`src/hdl/egcd_pkg.sv`:
```
// ----------------------------------------------------------------------------
// egcd_pkg
// Shared types for the extended gcd block: payload structs, controller
// states and the command and status groups between controller and datapath.
// ----------------------------------------------------------------------------
package egcd_pkg;

	localparam int FIELD_W = 32;

	typedef struct packed {
		logic signed [FIELD_W-1:0] first_operand;
		logic signed [FIELD_W-1:0] second_operand;
	} egcd_in_t;

	typedef struct packed {
		logic signed [FIELD_W-1:0] divisor;
		logic signed [FIELD_W-1:0] coef_first;
		logic signed [FIELD_W-1:0] coef_second;
	} egcd_out_t;

	typedef enum logic [2:0] {
		ST_IDLE,
		ST_CHECK,
		ST_SETUP,
		ST_DIV,
		ST_UPDATE,
		ST_DONE
	} egcd_state_t;

	typedef struct packed {
		logic load;
		logic setup;
		logic step;
		logic update;
	} egcd_cmd_t;

	typedef struct packed {
		logic y_zero;
	} egcd_sts_t;

endpackage

```
`src/hdl/egcd_ctrl.sv`:
```
// ----------------------------------------------------------------------------
// egcd_ctrl
// Controller for the extended gcd block: sequences the euclid iterations and
// counts the bit steps of each restoring division.
// ----------------------------------------------------------------------------
module egcd_ctrl #(
	parameter int WIDTH = 32
) (
	input  logic                clk,
	input  logic                arst_n,
	input  logic                start,
	output logic                busy,
	output logic                done,
	output egcd_pkg::egcd_cmd_t cmd,
	input  egcd_pkg::egcd_sts_t sts
);
	import egcd_pkg::*;

	localparam int CNT_W = $clog2(WIDTH);

	egcd_state_t state_q, state_d;
	logic [CNT_W-1:0] cnt_q;
	logic last_step;

	assign last_step = (cnt_q == CNT_W'(WIDTH - 1));

	always_ff @(posedge clk or negedge arst_n) begin
		if (!arst_n) begin
			state_q <= ST_IDLE;
			cnt_q   <= '0;
		end else begin
			state_q <= state_d;
			if (state_q == ST_SETUP) begin
				cnt_q <= '0;
			end else if (state_q == ST_DIV) begin
				cnt_q <= cnt_q + 1'b1;
			end
		end
	end

	always_comb begin
		state_d = state_q;
		unique case (state_q)
			ST_IDLE:   if (start) state_d = ST_CHECK;
			ST_CHECK:  state_d = sts.y_zero ? ST_DONE : ST_SETUP;
			ST_SETUP:  state_d = ST_DIV;
			ST_DIV:    if (last_step) state_d = ST_UPDATE;
			ST_UPDATE: state_d = ST_CHECK;
			ST_DONE:   state_d = ST_IDLE;
			default:   state_d = ST_IDLE;
		endcase
	end

	always_comb begin
		cmd  = '0;
		busy = 1'b1;
		done = 1'b0;
		unique case (state_q)
			ST_IDLE: begin
				busy     = 1'b0;
				cmd.load = start;
			end
			ST_SETUP:  cmd.setup  = 1'b1;
			ST_DIV:    cmd.step   = 1'b1;
			ST_UPDATE: cmd.update = 1'b1;
			ST_DONE:   done       = 1'b1;
			ST_CHECK: begin
			end
			default: begin
			end
		endcase
	end

endmodule

```
`src/hdl/egcd_dp.sv`:
```
// ----------------------------------------------------------------------------
// egcd_dp
// Datapath for the extended gcd block: remainder pair, bezout coefficient
// pairs and a bit-serial restoring divider that also forms q*a and q*b.
// ----------------------------------------------------------------------------
module egcd_dp #(
	parameter int WIDTH = 32
) (
	input  logic                 clk,
	input  egcd_pkg::egcd_in_t   operands,
	input  egcd_pkg::egcd_cmd_t  cmd,
	output egcd_pkg::egcd_sts_t  sts,
	output egcd_pkg::egcd_out_t  result
);
	import egcd_pkg::*;

	logic [WIDTH-1:0] x_q, y_q, pa_q, a_q, pb_q, b_q;
	logic [WIDTH-1:0] num_q, md_q, rem_q, ma_q, mb_q;
	logic             qneg_q, rneg_q;
	logic [WIDTH-1:0] in_x, in_y;
	logic [FIELD_W-1:0] out_g, out_a, out_b;
	logic [WIDTH:0]   trial, diff;
	logic             qbit;
	logic [WIDTH-1:0] rem_next, rem_signed;

	// field to WIDTH bits and back, sign extending where widening
	if (WIDTH > FIELD_W) begin : g_wide
		assign in_x  = {{(WIDTH-FIELD_W){operands.first_operand[FIELD_W-1]}},
			operands.first_operand};
		assign in_y  = {{(WIDTH-FIELD_W){operands.second_operand[FIELD_W-1]}},
			operands.second_operand};
		assign out_g = x_q[FIELD_W-1:0];
		assign out_a = pa_q[FIELD_W-1:0];
		assign out_b = pb_q[FIELD_W-1:0];
	end else if (WIDTH == FIELD_W) begin : g_same
		assign in_x  = operands.first_operand;
		assign in_y  = operands.second_operand;
		assign out_g = x_q;
		assign out_a = pa_q;
		assign out_b = pb_q;
	end else begin : g_narrow
		assign in_x  = operands.first_operand[WIDTH-1:0];
		assign in_y  = operands.second_operand[WIDTH-1:0];
		assign out_g = {{(FIELD_W-WIDTH){x_q[WIDTH-1]}}, x_q};
		assign out_a = {{(FIELD_W-WIDTH){pa_q[WIDTH-1]}}, pa_q};
		assign out_b = {{(FIELD_W-WIDTH){pb_q[WIDTH-1]}}, pb_q};
	end

	assign result.divisor     = out_g;
	assign result.coef_first  = out_a;
	assign result.coef_second = out_b;
	assign sts.y_zero         = (y_q == '0);

	// one restoring step: bring in the next dividend bit, try the subtract
	assign trial      = {rem_q, num_q[WIDTH-1]};
	assign diff       = trial - {1'b0, md_q};
	assign qbit       = ~diff[WIDTH];
	assign rem_next   = qbit ? diff[WIDTH-1:0] : trial[WIDTH-1:0];
	assign rem_signed = rneg_q ? (~rem_q + 1'b1) : rem_q;

	always_ff @(posedge clk) begin
		if (cmd.load) begin
			x_q  <= in_x;
			y_q  <= in_y;
			pa_q <= WIDTH'(1);
			a_q  <= '0;
			pb_q <= '0;
			b_q  <= WIDTH'(1);
		end
		if (cmd.setup) begin
			// magnitude of the most negative value reads as 2^(WIDTH-1) unsigned
			num_q  <= x_q[WIDTH-1] ? (~x_q + 1'b1) : x_q;
			md_q   <= y_q[WIDTH-1] ? (~y_q + 1'b1) : y_q;
			qneg_q <= x_q[WIDTH-1] ^ y_q[WIDTH-1];
			rneg_q <= x_q[WIDTH-1];
			rem_q  <= '0;
			ma_q   <= '0;
			mb_q   <= '0;
		end
		if (cmd.step) begin
			num_q <= {num_q[WIDTH-2:0], 1'b0};
			rem_q <= rem_next;
			// horner accumulation of |q|*a and |q|*b, msb first
			ma_q  <= {ma_q[WIDTH-2:0], 1'b0} + (qbit ? a_q : '0);
			mb_q  <= {mb_q[WIDTH-2:0], 1'b0} + (qbit ? b_q : '0);
		end
		if (cmd.update) begin
			a_q  <= qneg_q ? (pa_q + ma_q) : (pa_q - ma_q);
			pa_q <= a_q;
			b_q  <= qneg_q ? (pb_q + mb_q) : (pb_q - mb_q);
			pb_q <= b_q;
			x_q  <= y_q;
			y_q  <= rem_signed;
		end
	end

endmodule

```
`src/hdl/extended_gcd.sv`:
```
// ----------------------------------------------------------------------------
// extended_gcd
// Extended euclidean algorithm: gcd of two signed operands with bezout
// coefficients, truncating division, two's complement wrap at WIDTH bits.
//
//   channel   handshake        payload
//   -------   --------------   ---------------------------------------
//   command   start / busy     operands  (first_operand, second_operand)
//   result    done strobe      result    (divisor, coef_first, coef_second)
//
// each euclid iteration runs check, setup, the bit-serial restoring divider
// (one quotient bit per cycle) and update, in that order.
// start is taken only while busy is low; done is high for one cycle with
// the result and cannot be stalled. reset clears the controller only.
// ----------------------------------------------------------------------------
module extended_gcd #(
	parameter int WIDTH = 32
) (
	input  logic                clk,
	input  logic                arst_n,
	input  logic                start,
	output logic                busy,
	input  egcd_pkg::egcd_in_t  operands,
	output logic                done,
	output egcd_pkg::egcd_out_t result
);
	import egcd_pkg::*;

	egcd_cmd_t cmd;
	egcd_sts_t sts;

	egcd_ctrl #(.WIDTH(WIDTH)) u_ctrl (
		.clk    (clk),
		.arst_n (arst_n),
		.start  (start),
		.busy   (busy),
		.done   (done),
		.cmd    (cmd),
		.sts    (sts)
	);

	egcd_dp #(.WIDTH(WIDTH)) u_dp (
		.clk      (clk),
		.operands (operands),
		.cmd      (cmd),
		.sts      (sts),
		.result   (result)
	);

endmodule

```
`config.mk`:
```
export PLATFORM = sky130hd
export DESIGN_NAME = extended_gcd
export DESIGN_NICKNAME = d
export VERILOG_FILES = /design/src/hdl/egcd_pkg.sv /design/src/hdl/egcd_ctrl.sv /design/src/hdl/egcd_dp.sv /design/src/hdl/extended_gcd.sv
export SDC_FILE = /design/constraint.sdc
export NUM_CORES = 1
export LEC_CHECK = 0
export ABC_AREA = 1
export BUFFER_PORTS_ARGS = -buffer_cell sky130_fd_sc_hd__buf_2
export CAP_MARGIN = 20
export CELL_PAD_IN_SITES_DETAIL_PLACEMENT = 1
export CELL_PAD_IN_SITES_GLOBAL_PLACEMENT = 1
export CORE_MARGIN = 2
export CORE_UTILIZATION = 40
export CTS_CLUSTER_SIZE = 24
export DETAILED_ROUTE_END_ITERATION = 6
export HOLD_SLACK_MARGIN = 0.05
export PLACE_DENSITY_LB_ADDON = 0.1
export SYNTH_ARGS = -nofsm -noshare
export SYNTH_HDL_FRONTEND = slang
export SYNTH_SLANG_ARGS = --single-unit
```
`constraint.sdc`:
```
create_clock -name clk -period 25.4 [get_ports clk]
set_input_delay 3.81 -clock clk [delete_from_list [all_inputs] [get_ports clk]]
set_output_delay 3.81 -clock clk [all_outputs]
set_load 0.1 [all_outputs]
```
==> impl_metrics.py <==
metrics = {
    "route": {
        "vias": 24600,
        "detail_route.wl_per_cell_um": 20.3,
        "vias_per_cell": 5.46,
        "drt_wl_total_mm": 91.4,
        "drc": 0,
        "dr.pass1.iters": 5,
        "antenna_left": 0,
        "drt_iter0_drc": 1626,
    },
    "power_and_ir_drop": {
        "switching_share_pct": 29.0,
        "ir_worst_vdd_v": 0.0000587,
        "p_leak_nw": 13.5,
        "power.share.clock_pct": 42.3,
        "pwr-share-seq_pct": 41.2,
        "power_frac_comb_pct": 16.5,
        "p_sw_mw": 0.469,
        "p_int_mw": 1.14,
        "powerDensity_mw_per_mm2": 54.1,
    },
    "synth": {
        "async_flop_share_pct": 2.21,
        "syn_nets": 3678,
        "syn_inst": 3445,
        "ys_seq_elements": 362,
        "synth_area_leaders": "edfxtp_1 (40%), nand2_1 (9.3%), ha_1 (7.6%)",
        "synth_edf_count": 353,
        "ys.flop_type": "edfxtp_1",
        "yosysSeqAreaShare_pct": 40.7,
        "synth_warnings": 0,
        "synth_top_area_cell": "edfxtp_1",
        "synth_cell_type_count": 56,
        "syn-cell-area_mm2": 0.0266,
        "synth_top_area_share_pct": 39.9,
        "avgSynthCellArea_um2": 7.71,
    },
    "die": {
        "ios": 165,
        "die_h_um": 262,
        "die-area_mm2": 0.0685,
        "die_w_um": 262,
        "coreArea_mm2": 0.0657,
        "start_util_pct": 40.4,
        "fp-row-count": 94,
    },
    "cells_and_area": {
        "final_nets": 3832,
        "fillers": 8193,
        "most-common-layout-cells": "nand2_1 (660), nor2_1 (530), inv_1 (400), edfxtp_1 (353), a21oi_1 (335)",
        "areaGrowthSynthToFinish_pct": 12.3,
        "layout_commonest_cell": "nand2_1",
        "drive_gt1_share_pct": 8.67,
    },
    "critical_path": {
        "crit_path_end_kind": "flip-flop",
        "r2r_start": "u_dp.rem_q[14]",
        "path_common_cell": "buf_4",
        "critPathSlowestCell": "buf_4",
        "slowest_delay_ns": 0.84,
        "arrival_ns": 6.22,
        "critPathLaunchType": "input pin",
        "crit_family": "buffers and inverters",
        "r2r_slack_ns": 20.05,
        "path_cells": "buf_2 -> nor2_1 -> nor2_4 -> buf_4 -> buf_4",
        "critical_path.startpoint": "start",
        "worstSetupPathType": "input pin to flip-flop",
        "crit_required_ns": 25.62,
        "crit_fanout": 69,
        "path_buf_inv": 3,
    },
    "timing": {
        "slew-limit-headroom_pct": 23.7,
        "fin_skew_ns": 0.0393,
        "rsz0062_at_grt": "no",
        "min_period_ns": 6.00,
        "setup_viol": 0,
        "max_clock_freq_ghz": 0.167,
        "whs_ns": 0.450,
        "finalHoldViolations": 0,
        "finalMaxSlewViolations": 0,
        "min_period_over_period_pct": 23.6,
        "finalWorstSetupSlack_ns": 19.40,
        "worst_pin_slew_ns": 1.13,
        "setup_tns_ns": 0,
    },
    "placement": {
        "place_ws_ns": 18.75,
        "place_hpwl_mm": 70.9,
        "io_buffers": 164,
        "gp_congestion": 0.929,
    },
    "cts": {
        "clock-root-buffer": "clkbuf_16",
        "worstSkewPairLatency_ns": 0.62,
        "cts.sinks": 362,
        "ctsLongestPathBuffers": 3,
        "post-cts-setup-buffer-count": 0,
        "ctsResizeCount": 0,
        "htree_levels": 2,
        "numCtsBuffers": 47,
        "clk_pin_slew_ns": 0.06,
        "cts_tree": "built",
        "hold_buffers": 0,
    },
    "global_routing": {
        "track_usage_pct": 26.5,
        "grt_pass1_vias": 25600,
        "grt_max_degree": 99,
        "grt_pass1_wl_mm": 143,
        "antenna_found_initial": 0,
        "grt_overflow_total": 0,
    },
    "status": {
        "status": "completed",
    },
    "hold_path": {
        "min_path_type": "flip-flop to flip-flop",
        "min_from": "u_dp.y_q[0]",
    },
    "run": {
        "cap_violations": 0,
    },
}
==> cell usage after synthesis (all sizes together), types with 6 or more instances <==
| library cell | count |
|---|---|
| a21boi | 6 |
| o21bai | 21 |
| xnor2 | 37 |
| or2 | 17 |
| nor4 | 21 |
| a21oi | 338 |
| a31oi | 17 |
| edfxtp | 353 |
| clkbuf | 55 |
| inv | 412 |
| o21a | 23 |
| dfrtp | 8 |
| o211ai | 7 |
| o31ai | 9 |
| xor2 | 106 |
| nor3 | 68 |
| nand4 | 29 |
| a21o | 19 |
| nor2 | 549 |
| nand3 | 122 |
| buf | 19 |
| nand2 | 670 |
| ha | 161 |
| o21ai | 335 |
==> routing by layer <==
layer / part of all wire [%] / global-route usage (%) / up-vias
li1: - / - / 12000
met1: 47 / 36.1 / 11900
met2: 46 / 44.2 / 504
met3: 3.9 / 2.85 / 133
met4: 3.2 / 8.52 / 0
met5: 0 / 0 / -
==> state kept, by name (all words and copies together) (netlist names) <==
| register | flops |
|---|---|
| u_dp.a_q | 32 |
| u_dp.b_q | 32 |
| u_dp.ma_q | 32 |
| u_dp.mb_q | 32 |
| u_dp.md_q | 32 |
| u_dp.num_q | 32 |
| u_dp.out_a | 32 |
| u_dp.out_b | 32 |
| u_dp.out_g | 32 |
| u_dp.rem_q | 32 |
| u_dp.y_q | 32 |
| u_ctrl.cnt_q | 5 |
| u_ctrl.state_q | 3 |
| u_dp.qneg_q | 1 |
| u_dp.rneg_q | 1 |
==> cell families (layout without fill, tap and decap cells) <==
| kind of cell | count (synthesis) | in the layout | synth area share (%) |
|---|---|---|---|
| adders and majority gates | 166 | 166 | 7.96 |
| and+or+nand+nor | 1491 | 1491 | 23.3 |
| DFF | 362 | 362 | 40.7 |
| other | 0 | 2 | 0 |
| buffers and inverters | 487 | 677 | 7.05 |
| xor gates and xnor gates | 143 | 143 | 4.72 |
| AOI/OAI and AO/OA | 796 | 796 | 16.2 |
==> power groups by stage <==
| stage | registers [mW] | logic [mW] | clock network [mW] |
|---|---|---|---|
| floorplan | 0.675 | 0.189 | 0 |
| global placement | 0.677 | 0.253 | 0 |
| detailed placement | 0.678 | 0.262 | 0 |
| CTS | 0.665 | 0.264 | 0.697 |
| global route | 0.666 | 0.299 | 0.716 |
| finish | 0.665 | 0.266 | 0.682 |
==> through the flow <==
| stage | instances | total power, mW | util [%] | area [um^2] |
|---|---|---|---|---|
| after floorplan | 3445 | 0.864 | - | 26600 |
| after global placement | 4414 | 0.930 | 43.0 | 28300 |
| after detailed placement | 4414 | 0.939 | 43.0 | 28300 |
| after CTS | 4499 | 1.63 | 45.4 | 29800 |
| after global routing | 4499 | 1.68 | 45.4 | 29800 |
| final | 4501 | 1.61 | 45.4 | 29800 |
==> area by class of cell <==
cell class              instances  area (um^2)  area share (%)
diodes                          2         5.00          0.0168
clock buffers                  60         1290            4.31
clock inverters                25          267           0.893
inverters                     413         1560            5.21
multi-input cells            2596        13900            46.5
flip-flops and latches        362        10800            36.3
well taps                     864         1080            3.62
repair buffers                179          933            3.13
==> final timing paths <==
kind                                    to  cells after the start
setup / recovery              u_dp.b_q[14]                      5
hold / removal                u_dp.md_q[0]                      0
setup reg to reg             u_dp.ma_q[23]                     22
hold reg to reg               u_dp.md_q[0]                      0
max in group asynchronous  u_ctrl.cnt_q[4]                      1
min in group asynchronous  u_ctrl.cnt_q[3]                      1
Note: power is estimated with default switching activity, not from simulation.
